<file path="config.mk">
export PLATFORM = sky130hd
export DESIGN_NAME = line_follow_steer_drive_controller
export DESIGN_NICKNAME = d
export VERILOG_FILES = /design/src/hw/rtl/lfsd_pkg.sv /design/src/hw/rtl/lfsd_cfg.sv /design/src/hw/rtl/lfsd_mul.sv /design/src/hw/rtl/lfsd_marker.sv /design/src/hw/rtl/line_follow_steer_drive_controller.sv
export SDC_FILE = /design/constraint.sdc
export NUM_CORES = 2
export LEC_CHECK = 0
export BUFFER_PORTS_ARGS = -buffer_cell sky130_fd_sc_hd__buf_4
export CAP_MARGIN = 15
export CORE_MARGIN = 3
export CORE_UTILIZATION = 46
export CTS_CLUSTER_SIZE = 12
export DETAILED_ROUTE_END_ITERATION = 8
export PLACE_DENSITY = 0.61
export SYNTH_ARGS = -nofsm -noshare
export SYNTH_HDL_FRONTEND = slang
export SYNTH_SLANG_ARGS = --single-unit
</file>
<file path="constraint.sdc">
create_clock -name i_clk -period 13.5 [get_ports i_clk]
set_input_delay 1.35 -clock i_clk [delete_from_list [all_inputs] [get_ports i_clk]]
set_output_delay 1.35 -clock i_clk [all_outputs]
set_load 0.005 [all_outputs]
</file>
<file path="src/hw/rtl/lfsd_pkg.sv">
// Shared types and constants for the line-follow steering and drive controller.
// Used by every module of the block; depends on nothing else.
package lfsd_pkg;

    // Shared multiplier operand and product widths.
    localparam int MUL_W  = 18;
    localparam int PROD_W = 36;

    // Configuration port widths.
    localparam int CFG_IDX_W  = 4;
    localparam int CFG_DATA_W = 16;

    // Register indexes on the configuration port.
    localparam logic [CFG_IDX_W-1:0] REG_EMA_ALPHA   = 4'd0;
    localparam logic [CFG_IDX_W-1:0] REG_GAIN_LIN    = 4'd1;
    localparam logic [CFG_IDX_W-1:0] REG_GAIN_QUAD   = 4'd2;
    localparam logic [CFG_IDX_W-1:0] REG_SLEW_MAX    = 4'd3;
    localparam logic [CFG_IDX_W-1:0] REG_STEER_LO    = 4'd4;
    localparam logic [CFG_IDX_W-1:0] REG_STEER_HI    = 4'd5;
    localparam logic [CFG_IDX_W-1:0] REG_BRAKE_GAIN  = 4'd6;
    localparam logic [CFG_IDX_W-1:0] REG_SCALE_FLOOR = 4'd7;

    // Marker event codes.
    localparam logic [1:0] EVT_NONE     = 2'd0;
    localparam logic [1:0] EVT_PICKUP   = 2'd1;
    localparam logic [1:0] EVT_DELIVERY = 2'd2;

    // Fixed operating points.
    localparam logic [15:0] STEER_CENTER  = 16'd32768;
    localparam logic [15:0] STEER_LOST    = 16'd13107;
    localparam logic [15:0] DRIVE_LOST_MV = 16'hE890;   // -6000 mV
    localparam int          CENTER_MAX    = 1024;
    localparam int          STRAIGHT_MAX  = 819;
    localparam int          SCALE_ONE     = 4096;
    localparam int          SCALE_CAP     = 6144;
    localparam int          DRIVE_FULL_MV = 12000;
    localparam logic [7:0]  MASK_CENTER   = 8'h3C;      // active mask 0x7E folded in
    localparam logic [7:0]  STREAK_MAX    = 8'd255;

    // Configuration register file contents.
    typedef struct packed {
        logic        [15:0] ema_alpha;
        logic signed [15:0] gain_linear;
        logic signed [15:0] gain_quadratic;
        logic        [15:0] slew_step_max;
        logic        [15:0] steer_lower_limit;
        logic        [15:0] steer_upper_limit;
        logic        [15:0] brake_gain;
        logic        [12:0] drive_scale_floor;
    } t_cfg;

    // Frame summary handed to the marker detector.
    typedef struct packed {
        logic               upd;
        logic               clr;
        logic        [7:0]  bits;
        logic        [3:0]  lit;
        logic signed [13:0] pos;
        logic signed [15:0] err;
    } t_mark_req;

endpackage

</file>
<file path="src/hw/rtl/lfsd_cfg.sv">
// Configuration register file of the line-follow controller.
// Depends on lfsd_pkg for the register indexes and the t_cfg struct.
module lfsd_cfg
    import lfsd_pkg::*;
(
    input  logic                  i_clk,
    input  logic                  i_rst_n,
    input  logic                  i_wr,
    input  logic [CFG_IDX_W-1:0]  i_index,
    input  logic [CFG_DATA_W-1:0] i_data,
    output t_cfg                  o_cfg
);

    t_cfg r_cfg;

    // Register writes; unknown indexes are ignored.
    always_ff @(posedge i_clk) begin
        if (!i_rst_n) begin
            r_cfg.ema_alpha         <= 16'd32768;
            r_cfg.gain_linear       <= -16'sd246;
            r_cfg.gain_quadratic    <= -16'sd6963;
            r_cfg.slew_step_max     <= 16'd13107;
            r_cfg.steer_lower_limit <= 16'd9830;
            r_cfg.steer_upper_limit <= 16'd55705;
            r_cfg.brake_gain        <= 16'd18432;
            r_cfg.drive_scale_floor <= 13'd1229;
        end else if (i_wr) begin
            unique case (i_index)
                REG_EMA_ALPHA:   r_cfg.ema_alpha         <= i_data;
                REG_GAIN_LIN:    r_cfg.gain_linear       <= $signed(i_data);
                REG_GAIN_QUAD:   r_cfg.gain_quadratic    <= $signed(i_data);
                REG_SLEW_MAX:    r_cfg.slew_step_max     <= i_data;
                REG_STEER_LO:    r_cfg.steer_lower_limit <= i_data;
                REG_STEER_HI:    r_cfg.steer_upper_limit <= i_data;
                REG_BRAKE_GAIN:  r_cfg.brake_gain        <= i_data;
                REG_SCALE_FLOOR: r_cfg.drive_scale_floor <= i_data[12:0];
                default: ;
            endcase
        end
    end

    assign o_cfg = r_cfg;

endmodule

</file>
<file path="src/hw/rtl/lfsd_mul.sv">
// Shared signed multiplier with a registered product.
// Depends on lfsd_pkg for the operand and product widths.
module lfsd_mul
    import lfsd_pkg::*;
(
    input  logic                     i_clk,
    input  logic signed [MUL_W-1:0]  i_a,
    input  logic signed [MUL_W-1:0]  i_b,
    output logic signed [PROD_W-1:0] o_prod
);

    logic signed [PROD_W-1:0] r_prod;

    // One product per cycle, available in the following cycle.
    always_ff @(posedge i_clk) begin
        r_prod <= i_a * i_b;
    end

    assign o_prod = r_prod;

endmodule

</file>
<file path="src/hw/rtl/lfsd_marker.sv">
// Pickup and delivery marker detector with saturating streak counters.
// Depends on lfsd_pkg for the event codes and the t_mark_req struct.
module lfsd_marker
    import lfsd_pkg::*;
(
    input  logic      i_clk,
    input  logic      i_rst_n,
    input  t_mark_req i_req,
    output logic [1:0] o_event
);

    logic [7:0] r_pick;
    logic [7:0] r_deliv;
    logic [7:0] n_pick;
    logic [7:0] n_deliv;
    logic [3:0] w_cbits;
    logic [7:0] w_cmask;
    logic       w_centered;
    logic       w_straight;
    logic       w_pick;
    logic       w_deliv;

    // Count the lit central elements.
    assign w_cmask = i_req.bits & MASK_CENTER;
    always_comb begin
        w_cbits = 4'd0;
        for (int i = 0; i < 8; i++) begin
            w_cbits = w_cbits + {3'b0, w_cmask[i]};
        end
    end

    // Candidate tests on the measured angle and the filtered error.
    assign w_centered = (i_req.pos >= -14'sd1024) && (i_req.pos <= 14'sd1024);
    assign w_straight = (i_req.err >= -16'sd819) && (i_req.err <= 16'sd819);
    assign w_pick     = w_centered && w_straight && (i_req.lit >= 4'd5);
    assign w_deliv    = w_centered && w_straight && (i_req.lit >= 4'd3) &&
                        (i_req.lit <= 4'd4) && (w_cbits >= 4'd2);

    // Streaks count up on a candidate and clear otherwise.
    assign n_pick  = w_pick  ? ((r_pick  < STREAK_MAX) ? r_pick  + 8'd1 : STREAK_MAX) : 8'd0;
    assign n_deliv = w_deliv ? ((r_deliv < STREAK_MAX) ? r_deliv + 8'd1 : STREAK_MAX) : 8'd0;

    // The event is reported from the updated streaks, before a lost-line clear.
    always_comb begin
        if (n_pick >= 8'd1) begin
            o_event = EVT_PICKUP;
        end else if (n_deliv >= 8'd2) begin
            o_event = EVT_DELIVERY;
        end else begin
            o_event = EVT_NONE;
        end
    end

    always_ff @(posedge i_clk) begin
        if (!i_rst_n) begin
            r_pick  <= 8'd0;
            r_deliv <= 8'd0;
        end else if (i_req.upd) begin
            r_pick  <= i_req.clr ? 8'd0 : n_pick;
            r_deliv <= i_req.clr ? 8'd0 : n_deliv;
        end
    end

endmodule

</file>
<file path="src/hw/rtl/line_follow_steer_drive_controller.sv">
// Line-follow steering and drive controller, top level.
// An accepted frame steps through S_EMA to S_DONE, with seven passes through the
// single shared 18x18 multiplier under the sequencer, before its result is loaded.
// A new frame is taken only in S_IDLE, also while a result still waits. Synchronous
// active-low reset restores the state, filtered error, steering and output valid flag.
// Depends on lfsd_pkg, lfsd_cfg, lfsd_mul and lfsd_marker.
module line_follow_steer_drive_controller
    import lfsd_pkg::*;
(
    input  logic                  i_clk,
    input  logic                  i_rst_n,
    // Input frame stream.
    input  logic                  s_axis_tvalid,
    output logic                  s_axis_tready,
    input  logic [31:0]           s_axis_tdata,  // sensor_bits[7:0], lit_count[11:8],
                                                 // line_angle[25:12], zero fill
    input  logic                  s_axis_tuser,  // line_present
    // Result stream.
    output logic                  m_axis_tvalid,
    input  logic                  m_axis_tready,
    output logic [39:0]           m_axis_tdata,  // marker_event[1:0], steer_command[17:2],
                                                 // drive_millivolts[33:18], zero fill
    // Configuration writes.
    input  logic                  i_cfg_valid,
    output logic                  o_cfg_ready,
    input  logic [CFG_IDX_W-1:0]  i_cfg_index,
    input  logic [CFG_DATA_W-1:0] i_cfg_data
);

    typedef enum logic [3:0] {
        S_IDLE, S_EMA, S_FILT, S_SQ, S_LIN, S_QUAD, S_ERR2, S_BRAKE, S_CLAMP, S_DRV, S_DONE
    } t_state;

    t_state r_state;
    t_cfg   w_cfg;

    // Frame and working registers.
    logic        [7:0]  r_bits;
    logic        [3:0]  r_lit;
    logic               r_present;
    logic signed [13:0] r_pos;
    logic signed [15:0] r_fe;
    logic        [15:0] r_steer;
    logic signed [15:0] r_sq;
    logic signed [32:0] r_acc;
    logic signed [19:0] r_scale;
    logic        [15:0] r_steer_nx;
    logic               r_m_valid;
    logic        [1:0]  r_m_event;
    logic        [15:0] r_m_steer;
    logic        [15:0] r_m_drive;

    // Multiplier operands and product.
    logic signed [MUL_W-1:0]  w_a;
    logic signed [MUL_W-1:0]  w_b;
    logic signed [PROD_W-1:0] w_prod;
    logic signed [PROD_W-1:0] w_rnd16;
    logic signed [PROD_W-1:0] w_rnd12;
    logic signed [PROD_W-1:0] w_rnd10;

    logic signed [16:0] w_diff_ema;
    logic        [14:0] w_err_abs;
    logic        [14:0] w_pos_abs;
    logic        [14:0] w_grow;
    logic signed [15:0] n_fe;
    logic signed [19:0] w_scale_b;
    logic signed [19:0] n_scale;
    logic signed [25:0] w_outp;
    logic signed [27:0] w_target;
    logic signed [27:0] w_diff;
    logic signed [27:0] w_slew;
    logic signed [27:0] w_delta;
    logic signed [27:0] w_sp;
    logic signed [27:0] w_lo;
    logic signed [27:0] w_hi;
    logic        [15:0] n_steer;
    logic        [15:0] w_drive;
    logic        [1:0]  w_event;
    logic               w_in_acc;
    logic               w_out_free;
    t_mark_req          w_mreq;

    lfsd_cfg u_cfg (
        .i_clk   (i_clk),
        .i_rst_n (i_rst_n),
        .i_wr    (i_cfg_valid),
        .i_index (i_cfg_index),
        .i_data  (i_cfg_data),
        .o_cfg   (w_cfg)
    );

    lfsd_mul u_mul (
        .i_clk  (i_clk),
        .i_a    (w_a),
        .i_b    (w_b),
        .o_prod (w_prod)
    );

    // Neither input channel takes a beat while reset is held.
    assign o_cfg_ready   = i_rst_n;
    assign s_axis_tready = i_rst_n && (r_state == S_IDLE);
    assign w_in_acc      = s_axis_tvalid && s_axis_tready;
    assign w_out_free    = !r_m_valid || m_axis_tready;

    // Magnitudes of the measured angle and the filtered error.
    assign w_err_abs = r_fe[15] ? 15'(-r_fe) : r_fe[14:0];
    assign w_pos_abs = r_pos[13] ? 15'(-$signed({r_pos[13], r_pos})) : {1'b0, r_pos};
    assign w_grow    = (w_pos_abs > w_err_abs) ? (w_pos_abs - w_err_abs) : 15'd0;
    assign w_diff_ema = $signed({{3{r_pos[13]}}, r_pos}) - $signed({r_fe[15], r_fe});

    // Round-to-nearest shifts of the product, ties toward plus infinity.
    assign w_rnd16 = (w_prod + 36'sd32768) >>> 16;
    assign w_rnd12 = (w_prod + 36'sd2048) >>> 12;
    assign w_rnd10 = (w_prod + 36'sd512) >>> 10;

    // Multiplier operand selection per sequencer step.
    always_comb begin
        w_a = '0;
        w_b = '0;
        unique case (r_state)
            S_EMA: begin
                w_a = $signed({2'b0, w_cfg.ema_alpha});
                w_b = MUL_W'(w_diff_ema);
            end
            S_SQ: begin
                w_a = MUL_W'(r_fe);
                w_b = $signed({3'b0, w_err_abs});
            end
            S_LIN: begin
                w_a = MUL_W'(w_cfg.gain_linear);
                w_b = MUL_W'(r_fe);
            end
            S_QUAD: begin
                w_a = MUL_W'(w_cfg.gain_quadratic);
                w_b = MUL_W'(r_sq);
            end
            S_ERR2: begin
                w_a = MUL_W'(r_fe);
                w_b = MUL_W'(r_fe);
            end
            S_BRAKE: begin
                w_a = $signed({3'b0, w_grow});
                w_b = $signed({2'b0, w_cfg.brake_gain});
            end
            S_DRV: begin
                w_a = 18'sd12000;
                w_b = MUL_W'(r_scale);
            end
            // The drive product is kept while the result waits for the receiver.
            S_DONE: begin
                w_a = 18'sd12000;
                w_b = MUL_W'(r_scale);
            end
            default: ;
        endcase
    end

    // EMA update of the filtered error.
    assign n_fe = r_fe + 16'(w_rnd16);

    // Braking penalty, then floor and cap of the drive scale.
    assign w_scale_b = r_scale - 20'(w_rnd12);
    always_comb begin
        n_scale = w_scale_b;
        if (w_scale_b < $signed({7'b0, w_cfg.drive_scale_floor})) begin
            n_scale = $signed({7'b0, w_cfg.drive_scale_floor});
        end
        if (n_scale > 20'sd6144) begin
            n_scale = 20'sd6144;
        end
    end

    // Steering target, slew limit and clamp to the steering range.
    assign w_outp   = 26'((r_acc + 33'sd128) >>> 8);
    assign w_target = $signed({12'b0, STEER_CENTER}) - 28'(w_outp);
    assign w_diff   = w_target - $signed({12'b0, r_steer});
    assign w_slew   = $signed({12'b0, w_cfg.slew_step_max});
    assign w_lo     = $signed({12'b0, w_cfg.steer_lower_limit});
    assign w_hi     = $signed({12'b0, w_cfg.steer_upper_limit});
    assign w_delta  = (w_diff < -w_slew) ? -w_slew : ((w_diff > w_slew) ? w_slew : w_diff);
    assign w_sp     = $signed({12'b0, r_steer}) + w_delta;
    assign n_steer  = (w_sp < w_lo) ? w_lo[15:0] : ((w_sp > w_hi) ? w_hi[15:0] : w_sp[15:0]);

    // Drive voltage from the clamped scale.
    assign w_drive = -w_rnd12[15:0];

    // Marker detector sees the frame once the filtered error is final.
    assign w_mreq.upd  = (r_state == S_DONE) && w_out_free;
    assign w_mreq.clr  = !r_present;
    assign w_mreq.bits = r_bits;
    assign w_mreq.lit  = r_lit;
    assign w_mreq.pos  = r_pos;
    assign w_mreq.err  = r_fe;

    lfsd_marker u_marker (
        .i_clk   (i_clk),
        .i_rst_n (i_rst_n),
        .i_req   (w_mreq),
        .o_event (w_event)
    );

    // Sequencer, working registers and output register.
    always_ff @(posedge i_clk) begin
        if (!i_rst_n) begin
            r_state   <= S_IDLE;
            r_fe      <= '0;
            r_steer   <= STEER_CENTER;
            r_m_valid <= 1'b0;
        end else begin
            // The output register fills on the final step and empties on a result beat.
            if ((r_state == S_DONE) && w_out_free) begin
                r_m_valid <= 1'b1;
            end else if (m_axis_tvalid && m_axis_tready) begin
                r_m_valid <= 1'b0;
            end
            unique case (r_state)
                S_IDLE: begin
                    if (w_in_acc) begin
                        r_bits    <= s_axis_tdata[7:0];
                        r_lit     <= s_axis_tdata[11:8];
                        r_present <= s_axis_tuser;
                        r_pos     <= s_axis_tuser ? $signed(s_axis_tdata[25:12]) : 14'sd0;
                        r_state   <= S_EMA;
                    end
                end
                S_EMA: r_state <= S_FILT;
                S_FILT: begin
                    r_fe    <= n_fe;
                    r_state <= S_SQ;
                end
                S_SQ: r_state <= S_LIN;
                S_LIN: begin
                    r_sq    <= 16'(w_rnd12);
                    r_state <= S_QUAD;
                end
                S_QUAD: begin
                    r_acc   <= 33'(w_prod);
                    r_state <= S_ERR2;
                end
                S_ERR2: begin
                    r_acc   <= r_acc + 33'(w_prod);
                    r_state <= S_BRAKE;
                end
                S_BRAKE: begin
                    r_scale <= 20'sd4096 - 20'(w_rnd10);
                    r_state <= S_CLAMP;
                end
                S_CLAMP: begin
                    r_scale <= n_scale;
                    r_state <= S_DRV;
                end
                S_DRV: begin
                    r_steer_nx <= n_steer;
                    r_state    <= S_DONE;
                end
                S_DONE: begin
                    if (w_out_free) begin
                        r_m_event <= w_event;
                        if (r_present) begin
                            r_steer   <= r_steer_nx;
                            r_m_steer <= r_steer_nx;
                            r_m_drive <= w_drive;
                        end else begin
                            r_fe      <= '0;
                            r_steer   <= STEER_LOST;
                            r_m_steer <= STEER_LOST;
                            r_m_drive <= DRIVE_LOST_MV;
                        end
                        r_state <= S_IDLE;
                    end
                end
                default: r_state <= S_IDLE;
            endcase
        end
    end

    assign m_axis_tvalid = r_m_valid;
    assign m_axis_tdata  = {6'b0, r_m_drive, r_m_steer, r_m_event};

    // The filtered error never leaves the angle range.
    a_fe_range: assert property (@(posedge i_clk) disable iff (!i_rst_n)
        (r_fe >= -16'sd8192) && (r_fe <= 16'sd8191))
        else $error("filtered error out of range");

    // The drive scale is clamped before it reaches the multiplier.
    a_scale_cap: assert property (@(posedge i_clk) disable iff (!i_rst_n)
        (r_state == S_DRV) |-> ((r_scale >= 20'sd0) && (r_scale <= 20'sd6144)))
        else $error("drive scale not clamped");

    // A driven result is always a forward drive of at most 18 V.
    a_drive_range: assert property (@(posedge i_clk) disable iff (!i_rst_n)
        m_axis_tvalid |-> (($signed(m_axis_tdata[33:18]) <= 16'sd0) &&
                           ($signed(m_axis_tdata[33:18]) >= -16'sd18000)))
        else $error("drive voltage out of range");

    // A result is loaded only on the way back to idle.
    a_load_idle: assert property (@(posedge i_clk) disable iff (!i_rst_n)
        ($rose(r_m_valid)) |-> (r_state == S_IDLE))
        else $error("result loaded outside the final step");

endmodule

</file>
==> metrics.csv <==
stage;metric;value;unit
clock_tree;cts_sinks;353;
timing;finalHoldViolations;0;
route;drtPass1Iterations;7;
clock_tree;path_clk_slew;70;ps
route;wire_per_inst;20.12;um
floorplan;die_w;290.3;um
finish;fin_nets;5123;
floorplan;core_area;79520;um^2
clock_tree;postCtsHoldBufs;0;
worst_setup_path;cp.arrival;12420;ps
clock_tree;cts_tree;built;
timing;timing.hold.ws;454.2;ps
placed_design;gp_congestion;0.9546;
clock_tree;cts_resized;0;
floorplan;io_pins;101;
finish;areaGrowthSynthToFinish;8.450;%
placed_design;dp_slack;1726;ps
synthesis;yosys.area.top_type;fa_1;
timing;skew;24.78;ps
run;drv_cap;0;
route;via_per_inst;5.661;
clock_tree;cts_htree_levels;2;
floorplan;die_h;290.3;um
clock_tree;cts_setup_buffers;0;
worst_setup_path;rr_startpoint;r_fe[15];
synthesis;postSynthAreaPerCell;8.415;um^2
placed_design;dp.final_hpwl;86990;um
grt;grt_usage;25.99;%
route;wl;110700;um
timing;drv_slew;0;
finish;num_antenna_cells;0;
finish;mostFrequentLayoutCells;nand2_1, inv_1, ha_1, fa_1, nor2_1;
worst_setup_path;endpoint_kind;flip-flop;
hold_path;hold_start;u_cfg.o_cfg[99];
route;vias;31160;
worst_setup_path;crit_required;13950;ps
synthesis;seq_area_frac_synth;22.84;%
synthesis;yosysWarnings;0;
timing;tns;0;ps
finish;final_common_cell;nand2_1;
worst_setup_path;rr_worst_depth;39;
power;p_leak;17.65;nW
synthesis;syn_inst;4417;
timing;tightest_slew;1131;ps
timing;rsz0062_at_grt;no;
floorplan;rows;103;
synthesis;synthFlopType;dfxtp_1;
worst_setup_path;cp_common_cell;fa_1;
power;power_density;91.05;nW/um^2
synthesis;ys_ff_latch;353;
clock_tree;cts_inserted_buffers;42;
timing;layout_setup_ws;1527;ps
timing;layout_min_cycle_time;11970;ps
grt;antenna_found_initial;1;
route;drt_iter0_drc;2376;
placed_design;portBuffers;84;
synthesis;ys_async_sr_fraction;0;%
route;post-route-drc-count;0;
floorplan;die_area;84250;um^2
clock_tree;insertion_delay;580;ps
grt;grt_max_degree;74;
synthesis;yosysUniqueCellTypes;93;
worst_setup_path;cp_slowest_cell;a21oi_1;
timing;relSlewSlack;24.22;%
grt;gr-total-overflow;0;
floorplan;initial_utilization;46.74;%
route;ant_nets;0;
worst_setup_path;crit_fanout;15;
worst_setup_path;r2r_slack;1530;ps
worst_setup_path;reg2reg_to;u_mul.o_prod[32];
timing;setup_viol;0;
synthesis;synth_area;37170;um^2
grt;grt_pass1_wl;173400;um
hold_path;hold_depth;2;
outcome;status;finished, final reports clean;
power;max-vdd-ir-drop;0.09032;mV
worst_setup_path;cpPeakStageDelay;780;ps
synthesis;synth_edf_count;142;
hold_path;whs_endpoint;u_cfg.o_cfg[99];
clock_tree;cts_max_path_buffers;3;
clock_tree;root_buffer;clkbuf_16;
worst_setup_path;cp-startpoint;r_fe[15];
synthesis;netlist_top_cells_area;fa_1, edfxtp_1, ha_1;
synthesis;yosysTopAreaCellShare;16.54;%
timing;fmax;83.52;MHz
grt;grt_pass1_vias;29930;
worst_setup_path;critical_path_class;flip-flop to flip-flop;
timing;layout_worst_path_cycle_share;88.69;%
hold_path;holdCritPathClass;flip-flop to flip-flop;
finish;drive_above_1_share;6.131;%
worst_setup_path;startpoint_type;flip-flop;
sequential cells by signal, summed over array words and instances (netlist names):
signal / count
r_bits: 4
u_mul.o_prod: 33
u_marker.r_pick: 8
r_state: 4
r_present: 1
m_axis_tvalid: 1
r_m_steer: 16
r_lit: 4
r_sq: 16
r_fe: 16
r_steer: 16
r_steer_nx: 16
r_scale: 20
r_acc: 33
r_m_drive: 16
u_marker.r_deliv: 8
u_cfg.o_cfg: 125
r_m_event: 2
r_pos: 14
cell type report:
class                   instances  area (um^2)
fillers                      7570        39210
multi-input cells            3335        25930
flip-flops and latches        353         8488
inverters                     551         2068
well taps                    1050         1314
clock buffers                  65         1313
repair buffers                137         1049
clock inverters                12        143.9
where the power goes:
group,internal (mW),switching [mW]
registers,1.17,0.0801
clock network,0.712,0.485
logic,0.472,0.751
total,2.35,1.32
critical path, delay by kind of cell (launching register included):
family / cells / cell delay, ps
buffers and inverters: 6 / 980
AND/OR/NAND/NOR: 3 / 750
adder cells (fa/ha/maj): 8 / 3770
AO/OA/AOI/OAI: 20 / 5310
XOR/XNOR: 2 / 320
flip-flops: 1 / 680
worst max-delay path by stage:
| stage | slack (ps) | end | cells past startpoint |
|---|---|---|---|
| floorplan | 3700 | u_mul.o_prod[30] | 42 |
| global placement | 1800 | u_mul.o_prod[32] | 39 |
| detailed placement | 1730 | u_mul.o_prod[32] | 39 |
| CTS | 1690 | u_mul.o_prod[32] | 39 |
| global route | 580 | u_mul.o_prod[32] | 39 |
| finish | 1530 | u_mul.o_prod[32] | 39 |
logic make-up after synthesis:
logic type      count (synthesis)  share of synthesized area (%)
fa+ha+maj                     645                          27.91
flops                         353                          22.84
other cells                     1                        0.01009
compound gates                845                          15.45
simple gates                 1527                          18.68
mux                            31                         0.8517
buf+inv                       735                          7.658
xor+xnor                      280                          6.598
synth_stat cells, types with 54 or more instances:
cell,instances
nor3_1,87
fa_1,307
xor2_1,102
inv_1,545
nand2_1,684
xnor2_1,178
nor2b_1,54
clkbuf_1,153
a21oi_1,230
nor2_1,305
dfxtp_1,211
and2_1,76
edfxtp_1,142
nand2b_1,58
o21ai_0,148
ha_1,338
nand3_1,114
stage by stage:
| step | instances | instance area (um^2) | power [mW] | utilization [%] |
|---|---|---|---|---|
| floorplan | 4423 | 37190 | 2.122 | - |
| global placement | 5425 | 38820 | 2.464 | 48.83 |
| detailed placement | 5425 | 38820 | 2.470 | 48.83 |
| CTS | 5502 | 40280 | 3.673 | 50.66 |
| global route | 5503 | 40310 | 3.858 | 50.69 |
| finish | 5503 | 40310 | 3.670 | 50.69 |
routing by layer:
metal	global-route usage, %	routed length [um]
met5	0	0
met4	7.499	3426
met3	2.720	6916
met2	42.25	50870
met1	36.74	49490
No activity file was read; power rests on OpenSTA's default activity.
